===== src/rtl/crot_pkg.sv =====
// shared types and constants for the circle/rectangle overlap test
// no dependencies; used by circle_rect_overlap_test, crot_diff and crot_sqr
package crot_pkg;

  localparam int CfgIdxBits = 2;

  localparam logic [CfgIdxBits-1:0] CFG_CENTER_X = 2'd0;
  localparam logic [CfgIdxBits-1:0] CFG_CENTER_Y = 2'd1;
  localparam logic [CfgIdxBits-1:0] CFG_RADIUS   = 2'd2;

  // per-stage load enables of the pipeline
  typedef struct packed {
    logic s1;
    logic s2;
    logic s3;
    logic s4;
  } adv_t;

endpackage


===== src/rtl/crot_diff.sv =====
// stages 1 and 2: centre offsets, magnitudes and range classification
// depends on crot_pkg
module crot_diff #(
  parameter int COORD_BITS = 16
) (
  input  logic                         clk_i,
  input  crot_pkg::adv_t               adv_i,
  input  logic signed [COORD_BITS-1:0] center_x_i,
  input  logic signed [COORD_BITS-1:0] center_y_i,
  input  logic        [COORD_BITS-2:0] radius_i,
  input  logic signed [COORD_BITS-1:0] x_low_i,
  input  logic signed [COORD_BITS-1:0] y_low_i,
  input  logic signed [COORD_BITS-1:0] x_high_i,
  input  logic signed [COORD_BITS-1:0] y_high_i,
  output logic [3:0]                   corner_out_o,
  output logic [3:0][COORD_BITS-2:0]   corner_mag_o,
  output logic                         far_o,
  output logic                         near_o,
  output logic [1:0][COORD_BITS-1:0]   edge_o
);

  localparam int DW = COORD_BITS + 1;
  localparam int OW = COORD_BITS + 2;
  localparam int CW = COORD_BITS + 3;

  // corner order: x low, x high, y low, y high
  logic signed [3:0][DW-1:0] d_d, d_q;
  logic signed [1:0][OW-1:0] ofs_d, ofs_q;
  logic signed [1:0][DW-1:0] ext_d, ext_q;

  logic [3:0]                 cout_d, cout_q;
  logic [3:0][COORD_BITS-2:0] cmag_d, cmag_q;
  logic                       far_d, far_q, near_d, near_q;
  logic [1:0][COORD_BITS-1:0] edge_d, edge_q;

  logic signed [COORD_BITS-1:0] lo [2];
  logic signed [COORD_BITS-1:0] hi [2];
  logic signed [COORD_BITS-1:0] ctr [2];

  assign lo[0]  = x_low_i;
  assign lo[1]  = y_low_i;
  assign hi[0]  = x_high_i;
  assign hi[1]  = y_high_i;
  assign ctr[0] = center_x_i;
  assign ctr[1] = center_y_i;

  always_comb begin
    for (int a = 0; a < 2; a++) begin
      d_d[2*a]   = $signed({lo[a][COORD_BITS-1], lo[a]}) -
                   $signed({ctr[a][COORD_BITS-1], ctr[a]});
      d_d[2*a+1] = $signed({hi[a][COORD_BITS-1], hi[a]}) -
                   $signed({ctr[a][COORD_BITS-1], ctr[a]});
      ofs_d[a]   = $signed({ctr[a][COORD_BITS-1], ctr[a], 1'b0}) -
                   ($signed({{2{lo[a][COORD_BITS-1]}}, lo[a]}) +
                    $signed({{2{hi[a][COORD_BITS-1]}}, hi[a]}));
      ext_d[a]   = $signed({hi[a][COORD_BITS-1], hi[a]}) -
                   $signed({lo[a][COORD_BITS-1], lo[a]});
    end
  end

  always_ff @(posedge clk_i) begin
    if (adv_i.s1) begin
      d_q   <= d_d;
      ofs_q <= ofs_d;
      ext_q <= ext_d;
    end
  end

  logic        [DW-1:0] mag    [4];
  logic        [OW-1:0] omag   [2];
  logic signed [CW-1:0] odist  [2];
  logic signed [CW-1:0] wide   [2];
  logic signed [CW-1:0] diam;
  logic signed [CW-1:0] excess [2];
  logic [1:0]           far_a, near_a;

  always_comb begin
    diam = $signed({3'b000, radius_i, 1'b0});
    for (int i = 0; i < 4; i++) begin
      mag[i]    = d_q[i][DW-1] ? DW'(-d_q[i]) : DW'(d_q[i]);
      cout_d[i] = mag[i] > {2'b00, radius_i};
      cmag_d[i] = mag[i][COORD_BITS-2:0];
    end
    for (int a = 0; a < 2; a++) begin
      omag[a]   = ofs_q[a][OW-1] ? OW'(-ofs_q[a]) : OW'(ofs_q[a]);
      odist[a]  = $signed({1'b0, omag[a]});
      wide[a]   = $signed({{2{ext_q[a][DW-1]}}, ext_q[a]});
      far_a[a]  = odist[a] > (wide[a] + diam);
      near_a[a] = odist[a] <= wide[a];
      excess[a] = odist[a] - wide[a];
      edge_d[a] = excess[a][COORD_BITS-1:0];
    end
    far_d  = |far_a;
    near_d = |near_a;
  end

  always_ff @(posedge clk_i) begin
    if (adv_i.s2) begin
      cout_q <= cout_d;
      cmag_q <= cmag_d;
      far_q  <= far_d;
      near_q <= near_d;
      edge_q <= edge_d;
    end
  end

  assign corner_out_o = cout_q;
  assign corner_mag_o = cmag_q;
  assign far_o        = far_q;
  assign near_o       = near_q;
  assign edge_o       = edge_q;

endmodule


===== config.mk =====
export PLATFORM = sky130hd
export DESIGN_NAME = crot_diff
export DESIGN_NICKNAME = d
export VERILOG_FILES = /design/src/rtl/crot_pkg.sv /design/src/rtl/crot_diff.sv
export SDC_FILE = /design/constraint.sdc
export NUM_CORES = 1
export LEC_CHECK = 0
export BUFFER_PORTS_ARGS = -buffer_cell sky130_fd_sc_hd__buf_2
export CORE_MARGIN = 8
export CORE_UTILIZATION = 42
export CTS_BUF_LIST = sky130_fd_sc_hd__clkbuf_4 sky130_fd_sc_hd__clkbuf_8
export DETAILED_ROUTE_END_ITERATION = 10
export PLACE_DENSITY_LB_ADDON = 0.2
export SYNTH_ARGS = -nofsm -noshare
export SYNTH_HDL_FRONTEND = slang
export SYNTH_SLANG_ARGS = --single-unit

===== constraint.sdc =====
create_clock -name clk_i -period 11.2 [get_ports clk_i]
set_input_delay 1.12 -clock clk_i [delete_from_list [all_inputs] [get_ports clk_i]]
set_output_delay 1.12 -clock clk_i [all_outputs]
set_load 0.01 [all_outputs]

==> flow_metrics.env, run 1 <==
export IMPL_r2r_cells=16
export IMPL_yosysTopAreaCell="edfxtp_1"
export IMPL_crit_slowest_cell="fa_1"
export IMPL_timing_final_crit_period_ps=4826
export IMPL_tns_ps=0
export IMPL_utilization_pct=48.01
export IMPL_critPathMaxStageDelay_ps=430
export IMPL_synth_edf_count=234
export IMPL_yosysWarningCount=0
export IMPL_fin_crit_sh_pct=43.09
export IMPL_dp_final_hpwl_um=49480
export IMPL_synthDistinctLibCells=67
export IMPL_dieArea_um2=56980
export IMPL_p_switching_w=0.001709
export IMPL_routed_via_density=5.354
export IMPL_relSlewSlack_pct=37.98
export IMPL_power_leakage_nw=10.53
export IMPL_insertion_delay_ps=580
export IMPL_start_util_pct=42.55
export IMPL_fill_cells=4630
export IMPL_cts_resized=0
export IMPL_cts_buffers=41
export IMPL_setup_violations=0
export IMPL_synth_area_leaders="edfxtp_1, ha_1, xnor2_1, inv_1, fa_1"
export IMPL_power_share_clock_pct=18.3
export IMPL_fin_skew_ps=20.34
export IMPL_synth_top_cell_area_share_pct=33.73
export IMPL_yosys_most_used_dff="edfxtp_1"
export IMPL_worstPathCellList="buf_2 > ha_1 > fa_1 > a211oi_1 > o21ai_0 > a41oi_1 > o2111ai_1 > a21oi_1 > xnor2_1 > ha_1 > a21oi_1 > o21ai_0 > a31o_2 > a21oi_1 > nor2_1 > mux2i_1 > o211ai_1"
export IMPL_ioPinCount=214
export IMPL_fin_nets=2825
export IMPL_drive_above_1_share_pct=12.69
export IMPL_critPathMostFrequentCell="a21oi_1"
export IMPL_drt_total_wl_um=59510
export IMPL_drtIter0Drc=1063
export IMPL_seqPwrFrac_pct=32.8
export IMPL_cts_sinks=234
export IMPL_p_per_area_nw_per_um2=185.7
export IMPL_multi_input_area_um2=12840
export IMPL_vdd_drop_max_mv=0.09584
export IMPL_worstHoldPathCells=0
export IMPL_wl_per_cell_um=19.62
export IMPL_setup_slack_ps=6374
export IMPL_drc=0
export IMPL_rows=81
export IMPL_syn_area_per_cell_um2=9.943
export IMPL_clkSlewWorstSetupHoldPaths_ps=60
export IMPL_drtAntennaViolNets=0
export IMPL_combPwrFrac_pct=48.9
export IMPL_ys_seq_area_share_pct=33.73
export IMPL_hp_class="flop to flop"
export IMPL_total_power_w=0.004364
export IMPL_critPathLaunchType="input port"
export IMPL_intPower_w=0.002655
export IMPL_synth_cells=2095
export IMPL_h_tree_depth=2
export IMPL_dp_cells=2959
export IMPL_grt_pass1_wl_um=91450
export IMPL_worstReg2RegEnd="far_o"
export IMPL_synthArstFlopShare_pct=0
export IMPL_register_area_um2=7027
export IMPL_grt_pass1_vias=16200
export IMPL_die_y_um=238.7
export IMPL_cts_buffer_depth=3
export IMPL_r2r_slack_ps=6760
export IMPL_synth_seq_cells=234
export IMPL_arrival_ps=5110
export IMPL_cts_root_buf="clkbuf_8"
export IMPL_hold_buffers=0
export IMPL_drv_cap=0
export IMPL_syn_area_um2=20830
export IMPL_max_freq_mhz=207.2
export IMPL_grt_antenna_before_repair=7
export IMPL_worstMarginPinSlew_ps=930.3
export IMPL_area_delta_synth_final_pct=12.82
export IMPL_final_hold_violation_count=0
export IMPL_crit_fanout=6
export IMPL_min_from="d_q[17]"
export IMPL_netSwitchingFraction_pct=39.15
export IMPL_place_ws_ps=5760
export IMPL_vias=16240
export IMPL_outcome="finished, final reports clean"
export IMPL_post_cts_buffers=0
export IMPL_first_pass_iters=5
export IMPL_instances_no_fill=3033
export IMPL_die_x_um=238.7
export IMPL_rsz0062_at_grt="no"
export IMPL_required_ps=11480
export IMPL_path_class="input port to flop"
export IMPL_grt_overflow_total=0
export IMPL_cp_end_kind="flop"
export IMPL_min_to="corner_mag_o[15]"
export IMPL_synth_fp_nets=2582
export IMPL_r2r_start="ext_q[18]"
export IMPL_cts_tree="yes"
export IMPL_track_usage_pct=20.55
export IMPL_grt_max_degree=76
export IMPL_slew_viol_final=0
export IMPL_port_buffers=210
export IMPL_core_area_um2=48950
export IMPL_place_gp_congestion=0.9451
per-stage QoR:
stage | cell area (um^2) | hold WS (ps)
floorplan | 20830 | 441.1
global placement | 22680 | 507.6
detailed placement | 22680 | 518.0
CTS | 23490 | 536.4
global route | 23500 | 560.4
finish | 23500 | 534.3
metal layers:
metal | global-route usage, % | vias to the layer above | share of wire, %
li1 | - | 8067 | -
met3 | 2.962 | 99 | 5.1
met2 | 32.43 | 437 | 44
met5 | 0 | - | 0
met1 | 28.84 | 7637 | 48
met4 | 6.308 | 0 | 2.7
flip-flops by register name, summed over array words and instances, names as in the netlist:
name / count
edge_o: 31
ofs_q: 35
far_o: 1
corner_out_o: 4
corner_mag_o: 60
d_q: 68
near_o: 1
ext_q: 34
worst max-delay path, delay by kind of cell:
| kind | cells | cell delay (ps) |
|---|---|---|
| xor+xnor | 1 | 150 |
| buf+inv | 1 | 210 |
| compound gates | 10 | 2230 |
| fa+ha+maj | 3 | 990 |
| mux | 1 | 320 |
| simple gates | 1 | 60 |
power groups by stage:
| stage | clock network [W] | logic, W | registers (W) |
|---|---|---|---|
| 4_1_cts | 0.000830 | 0.00214 | 0.00143 |
| 2_1_floorplan | 0 | 0.00149 | 0.00144 |
| 5_1_grt | 0.000860 | 0.00240 | 0.00145 |
| 3_5_place_dp | 0 | 0.00213 | 0.00144 |
| 3_3_place_gp | 0 | 0.00209 | 0.00144 |
| 6_report | 0.000800 | 0.00213 | 0.00143 |
cell type report:
class,instances,area share (%)
multi-input cells,1605,54.63
flip-flops and latches,234,29.90
repair buffers,212,4.558
inverters,244,3.897
well taps,664,3.535
clock buffers,50,2.689
clock inverters,19,0.7347
diodes,5,0.05324
cells in the final DEF, fill, tap and decap left out, types with 8 or more instances in the layout:
cell type	instances
a211oi_1	24
a21boi_0	9
a21o_1	68
a21oi_1	141
a31oi_1	11
and3_1	15
buf_2	208
clkbuf_4	9
clkbuf_8	41
edfxtp_1	234
fa_1	42
ha_1	329
inv_1	243
nand2_1	107
nand2b_1	37
nand3_1	32
nand4_1	27
nor2_1	100
nor2b_1	26
nor3_1	41
nor4_1	11
o21a_1	20
o21ai_0	119
o21bai_1	28
o22ai_1	8
o31ai_1	35
o41ai_1	15
or3_1	27
or4_1	13
xnor2_1	187
xor2_1	44
cell families (layout without fill, tap and decap cells):
| family | after synthesis | count (layout) | share of synthesized area, % |
|---|---|---|---|
| xor+xnor | 231 | 231 | 9.713 |
| fa+ha+maj | 371 | 371 | 23.80 |
| flops | 234 | 234 | 33.73 |
| mux | 6 | 6 | 0.2943 |
| simple gates | 468 | 468 | 11.55 |
| compound gates | 527 | 527 | 16.24 |
| buf+inv | 256 | 525 | 4.631 |
| other cells | 2 | 7 | 0.03605 |
worst max-delay path by stage:
stage                startpoint     to  slack, ps  cells past startpoint
global route        radius_i[0]  far_o       6000                     17
global placement    radius_i[0]  far_o       5710                     17
CTS                 radius_i[0]  far_o       6380                     17
finish              radius_i[0]  far_o       6370                     17
detailed placement  radius_i[0]  far_o       5760                     17
floorplan           radius_i[0]  far_o       6890                     16
synthesized netlist by cell type, drive strengths merged, types with 4 or more instances:
master / count
a211oi: 24
a21boi: 9
a21o: 68
a21oi: 141
a221o: 4
a221oi: 4
a31o: 4
a31oi: 11
and2: 4
and3: 15
and4: 5
clkbuf: 11
edfxtp: 234
fa: 42
ha: 329
inv: 244
mux2i: 5
nand2: 107
nand2b: 37
nand3: 32
nand3b: 4
nand4: 27
nor2: 100
nor2b: 26
nor3: 42
nor4: 11
o211ai: 7
o21a: 20
o21ai: 119
o21ba: 4
o21bai: 28
o22ai: 8
o31ai: 35
o41ai: 15
or2: 6
or3: 30
or4: 15
xnor2: 187
xor2: 44
Note: power is estimated with default switching activity, not from simulation.
==> inputs of run 2 (changes only) <==
ABC_AREA = 1   (was unset)
clock period = 4.9 ns   (was 11.2 ns; I/O delays follow)
==> run 2 against run 1 <==
Against the previous run: clock power grew 130%; combinational power grew to 2.6 times the previous value; via count grew 22%; final area grew 9.1%; area after synthesis grew 10%; setup slack lost 4800 ps.
==> flow_metrics.env, run 2 <==
export IMPL_ys_seq_area_share_pct=30.66
export IMPL_drtAntennaViolNets=0
export IMPL_synthDistinctLibCells=54
export IMPL_utilization_pct=47.57
export IMPL_cts_tree="yes"
export IMPL_place_gp_congestion=0.9698
export IMPL_r2r_cells=13
export IMPL_grt_use_met1_pct=31.31
export IMPL_syn_area_per_cell_um2=8.125
export IMPL_dp_final_hpwl_um=60240
export IMPL_routed_via_density=5.224
export IMPL_max_freq_mhz=299.4
export IMPL_cts_buffer_depth=3
export IMPL_critPathLaunch="ofs_q[35]"
export IMPL_crit_path_end="near_o"
export IMPL_netSwitchingFraction_pct=43.91
export IMPL_slew_viol_final=0
export IMPL_grt_max_degree=73
export IMPL_dieArea_um2=62310
export IMPL_met2_usage_pct=35.29
export IMPL_timing_final_crit_period_ps=3340
export IMPL_seqPwrFrac_pct=30.6
export IMPL_outcome="finished, final reports clean"
export IMPL_drive_above_1_share_pct=11.03
export IMPL_cts_resized=0
export IMPL_final_cell_mix="nand2_1, inv_1, ha_1"
export IMPL_placed_area_um2=24830
export IMPL_critPathLaunchType="flop"
export IMPL_path_class="flop to flop"
export IMPL_grt_pass1_vias=19390
export IMPL_gr_usage_met3_pct=2.692
export IMPL_cts_buffers=44
export IMPL_post_cts_buffers=0
export IMPL_yosys_most_used_dff="edfxtp_1"
export IMPL_crit_fanout=11
export IMPL_hold_worst_slack_ps=375.8
export IMPL_hold_buffers=0
export IMPL_power_share_clock_pct=17.3
export IMPL_fin_nets=3556
export IMPL_start_util_pct=42.51
export IMPL_synth_fp_nets=3308
export IMPL_rows=85
export IMPL_synth_edf_count=234
export IMPL_yosysMostFrequentCell="nand2_1"
export IMPL_min_from="y_low_i[0]"
export IMPL_drv_cap=0
export IMPL_cts_sinks=234
export IMPL_clkSlewWorstSetupHoldPaths_ps=60
export IMPL_yosysTopAreaCell="edfxtp_1"
export IMPL_power_leakage_nw=12.68
export IMPL_drt_total_wl_um=71170
export IMPL_vias=19840
export IMPL_cp_end_kind="flop"
export IMPL_drc=0
export IMPL_grt_pass1_wl_um=109300
export IMPL_ioPinCount=214
export IMPL_relSlewSlack_pct=29.79
export IMPL_r2r_slack_ps=1560
export IMPL_synthArstFlopShare_pct=0
export IMPL_hp_class="input port to flop"
export IMPL_tns_ps=0
export IMPL_wl_per_cell_um=18.74
export IMPL_largest_reg_flops=68
export IMPL_syn_area_um2=22920
export IMPL_area_delta_synth_final_pct=11.90
export IMPL_worstReg2RegEnd="near_o"
export IMPL_die_x_um=249.6
export IMPL_die_y_um=249.6
export IMPL_r2r_start="ofs_q[35]"
export IMPL_h_tree_depth=2
export IMPL_first_pass_iters=6
export IMPL_drtIter0Drc=1354
export IMPL_insertion_delay_ps=600
export IMPL_synth_area_leaders="edfxtp_1, ha_1, nand2_1, inv_1, xor2_1"
export IMPL_largest_register="d_q"
export IMPL_top_usage_layer="met2"
export IMPL_vdd_drop_max_mv=0.2031
export IMPL_setup_violations=0
export IMPL_rsz0062_at_grt="no"
export IMPL_fin_crit_sh_pct=68.17
export IMPL_final_common_cell="nand2_1"
export IMPL_total_power_w=0.01058
export IMPL_synth_seq_cells=234
export IMPL_yosys_top_cells_count="nand2_1, inv_1, ha_1"
export IMPL_fin_skew_ps=31.96
export IMPL_required_ps=5230
export IMPL_synth_top_cell_area_share_pct=30.66
export IMPL_grt_antenna_before_repair=1
export IMPL_arrival_ps=3670
export IMPL_worstMarginPinSlew_ps=1053
export IMPL_p_switching_w=0.004647
export IMPL_intPower_w=0.005937
export IMPL_grt_overflow_total=0
export IMPL_cts_root_buf="clkbuf_8"
export IMPL_core_area_um2=53920
export IMPL_p_per_area_nw_per_um2=412.6
export IMPL_synth_cells=2821
export IMPL_yosysWarningCount=0
export IMPL_combPwrFrac_pct=52.1
export IMPL_track_usage_pct=22.13
export IMPL_port_buffers=210
export IMPL_final_hold_violation_count=0
export IMPL_design_area_um2=25650
-- run 2: kinds of logic (layout without fill, tap and decap cells) --
group | count (synthesis) | after routing | synth area share [%]
XOR/XNOR | 217 | 217 | 8.292
adder cells (fa/ha/maj) | 371 | 371 | 21.63
buffers and inverters | 453 | 732 | 7.462
flip-flops | 234 | 234 | 30.66
AND/OR/NAND/NOR | 1079 | 1079 | 20.13
AO/OA/AOI/OAI | 465 | 465 | 11.81
other | 2 | 3 | 0.03276
-- run 2: cell type report --
| type | instances | area [um^2] |
|---|---|---|
| Antenna cell | 1 | 2.502 |
| Fill cell | 5300 | 28270 |
| Sequential cell | 234 | 7027 |
| Tap cell | 696 | 870.8 |
| Inverter | 443 | 1663 |
| Clock buffer | 55 | 694.4 |
| Clock inverter | 22 | 123.9 |
| Timing Repair Buffer | 212 | 1084 |
| Multi-Input combinational cell | 2134 | 14180 |
-- run 2: routing by layer --
metal  share of wire, %  wire length, um
met4                2.5             1783
met1                 48            33910
met5                  0                0
met2                 44            31450
met3                5.7             4022
-- run 2: how the worst min path moves through the flow --
stage               depth (start not counted)          endpoint  slack [ps]
detailed placement                          0  corner_mag_o[30]         470
floorplan                                   0  corner_mag_o[15]         430
global route                                2          ofs_q[1]         360
global placement                            0  corner_mag_o[30]         440
CTS                                         3         ext_q[17]         320
finish                                      3         ext_q[17]         380
-- run 2: through the flow --
| stage | worst slack, ps | cells |
|---|---|---|
| final | 1560 | 3797 |
| after global routing | 1255 | 3797 |
| after CTS | 1600 | 3796 |
| after detailed placement | 1325 | 3719 |
| after global placement | 1336 | 3719 |
| after floorplan | 1916 | 2821 |
-- run 2: worst max-delay path, stage by stage (launching register included) --
cell and delay [ps]:
edfxtp_1 570, clkinv_1 340, a21oi_1 230, xor2_1 400, ha_1 370, nand2_1 120, nor2_1 60, and2_1 150
nand2_1 70, nand3_2 130, nand2_1 100, nand2_1 60, o21ai_0 360, nand2_1 90
-- run 2: power groups by stage --
| stage | clock (W) | sequential [W] | combinational, W |
|---|---|---|---|
| 4_1_cts | 0.00190 | 0.00324 | 0.00549 |
| 3_5_place_dp | 0 | 0.00328 | 0.00545 |
| 3_3_place_gp | 0 | 0.00328 | 0.00537 |
| 2_1_floorplan | 0 | 0.00327 | 0.00378 |
| 5_1_grt | 0.00197 | 0.00329 | 0.00621 |
| 6_report | 0.00183 | 0.00324 | 0.00551 |
==> inputs of run 3 (changes only) <==
clock period = 3 ns   (was 4.9 ns; I/O delays follow)
==> run 3 against run 2 <==
Against the previous run: the flow now finishes with violations (setup timing); clock power increased by 77%; combinational power grew 77%; non-clock buffer count rose by 71; utilization increased by 1.7 points; fmax grew 9.2%; setup slack got worse by 1600 ps; via count grew 1.6%; power up 73%; die area unchanged; highest routed layer is now met5.
==> flow_metrics.env, run 3 (same netlist as run 2, synthesis figures left out) <==
export IMPL_r2r_cells=21
export IMPL_final_cell_mix="nand2_1, inv_1, ha_1"
export IMPL_placed_area_um2=25300
export IMPL_largest_reg_flops=68
export IMPL_vias=20160
export IMPL_track_usage_pct=22.11
export IMPL_clkSlewWorstSetupHoldPaths_ps=70
export IMPL_hold_buffers=0
export IMPL_path_class="flop to flop"
export IMPL_worstMarginPinSlew_ps=856.5
export IMPL_die_x_um=249.6
export IMPL_timing_final_crit_period_ps=3058
export IMPL_cp_end_kind="flop"
export IMPL_crit_fanout=3
export IMPL_outcome="finished with violations"
export IMPL_crit_path_end="far_o"
export IMPL_drv_cap=0
export IMPL_r2r_start="ext_q[18]"
export IMPL_power_leakage_nw=13.11
export IMPL_fin_skew_ps=24.48
export IMPL_drtIter0Drc=1297
export IMPL_final_hold_violation_count=0
export IMPL_rows=85
export IMPL_total_power_w=0.01828
export IMPL_relSlewSlack_pct=42.30
export IMPL_required_ps=3350
export IMPL_grt_antenna_before_repair=4
export IMPL_setup_violations=2
export IMPL_design_area_um2=26560
export IMPL_worstPathCellList="ha_4 > fa_2 > nand2_1 > nand3_1 > and2_4 > nand2_2 > nand2_2 > nand2_2 > nand2_2 > nand3_2 > nand2_1 > nand2_1 > nand2_2 > ha_4 > nand3_4 > nor3_4 > nand4_1 > nand3_1 > nand2_1 > nand2_2 > nand2_1"
export IMPL_die_y_um=249.6
export IMPL_hp_class="input port to flop"
export IMPL_dieArea_um2=62310
export IMPL_p_per_area_nw_per_um2=688.1
export IMPL_crit_slowest_cell="edfxtp_1"
export IMPL_critPathLaunch="ext_q[18]"
export IMPL_hold_worst_slack_ps=119.8
export IMPL_routed_via_density=5.210
export IMPL_drtAntennaViolNets=0
export IMPL_place_gp_congestion=0.9649
export IMPL_start_util_pct=42.51
export IMPL_port_buffers=210
export IMPL_grt_pass1_vias=19660
export IMPL_first_pass_iters=5
export IMPL_setup_slack_ps=-57.83
export IMPL_arrival_ps=3410
export IMPL_grt_overflow_total=0
export IMPL_grt_pass1_wl_um=109300
export IMPL_vdd_drop_max_mv=0.3506
export IMPL_drt_total_wl_um=71330
export IMPL_final_common_cell="nand2_1"
export IMPL_cts_sinks=234
export IMPL_drive_above_1_share_pct=14.53
export IMPL_slew_viol_final=0
export IMPL_h_tree_depth=2
export IMPL_ioPinCount=214
export IMPL_cts_buffers=43
export IMPL_cts_tree="yes"
export IMPL_grt_max_degree=72
export IMPL_fin_crit_sh_pct=101.9
export IMPL_critPathMostFrequentCell="nand2_2"
export IMPL_critPathLaunchType="flop"
export IMPL_area_delta_synth_final_pct=15.87
export IMPL_rsz0062_at_grt="yes"
export IMPL_insertion_delay_ps=600
export IMPL_r2r_slack_ps=-60
export IMPL_drc=0
export IMPL_failed_checks="setup timing"
export IMPL_critPathMaxStageDelay_ps=440
export IMPL_wl_per_cell_um=18.44
export IMPL_cts_buffer_depth=3
export IMPL_max_freq_mhz=327.0
export IMPL_core_area_um2=53920
export IMPL_worstReg2RegEnd="far_o"
export IMPL_cts_root_buf="clkbuf_8"
export IMPL_dp_final_hpwl_um=60540
export IMPL_fin_nets=3626
export IMPL_largest_register="d_q"
==> run 3: cell types whose count changed in the layout (fill, tap and decap cells not counted), sizes merged <==
cell | previous run | this run
buf | 212 | 283
clkinvlp | 2 | 1
clkinv | 21 | 19
bufinv | 1 | 4
clkbuf | 55 | 56
==> run 3: area by class of cell <==
class	count	area, um^2
diodes	1	2.502
clock buffers	56	701.9
clock inverters	22	196.4
fillers	5175	27360
inverters	443	1663
multi-input cells	2134	14460
flip-flops and latches	234	7027
well taps	696	870.8
repair buffers	283	1642
==> run 3: how the worst min path moves through the flow <==
stage | start | to | slack, ps | depth (start not counted)
2_1_floorplan | adv_i[2] | corner_mag_o[0] | 410 | 0
3_3_place_gp | d_q[34] | corner_mag_o[30] | 440 | 0
3_5_place_dp | d_q[34] | corner_mag_o[30] | 460 | 0
4_1_cts | adv_i[3] | d_q[65] | 60 | 1
5_1_grt | adv_i[3] | d_q[65] | 90 | 1
6_report | adv_i[3] | d_q[65] | 120 | 1
==> run 3: layer usage <==
metal / up-vias / share of wire (%) / track usage (%) / routed length, um
li1: 10070 / - / - / -
met1: 9374 / 48 / 31.18 / 34350
met2: 589 / 43 / 34.49 / 30780
met3: 123 / 5.4 / 2.931 / 3855
met4: 2 / 3.3 / 7.677 / 2332
met5: - / 0.018 / 0 / 13
==> run 3: power breakdown <==
part / switching (W) / internal, W
Sequential: 0.000501 / 0.00478
Combinational: 0.00597 / 0.00379
Clock: 0.00137 / 0.00187
Total: 0.00783 / 0.0104
==> run 3: worst max-delay path, delay by kind of cell (launching register included) <==
kind | cells | cell delay (ps)
fa+ha+maj | 3 | 870
flops | 1 | 440
simple gates | 18 | 1540
==> run 3: repair_timing <==
item / 4_1_cts / 5_1_grt
pin swaps: 1 / 18
setup buffers: 1 / 11
setup endpoints to repair: 2 / 14
resized for setup: 8 / 52
==> run 3: stage by stage <==
step / setup WS, ps / std cells / TNS, ps / util [%]
finish: -57.83 / 3869 / -77.87 / 49.26
global route: -257.4 / 3869 / -653.0 / 49.26
CTS: 1.485 / 3857 / 0 / 48.69
detailed placement: -251.6 / 3778 / -261.7 / 46.92
global placement: -214.0 / 3778 / -214.0 / 46.92
floorplan: 132.5 / 2821 / 0 / -
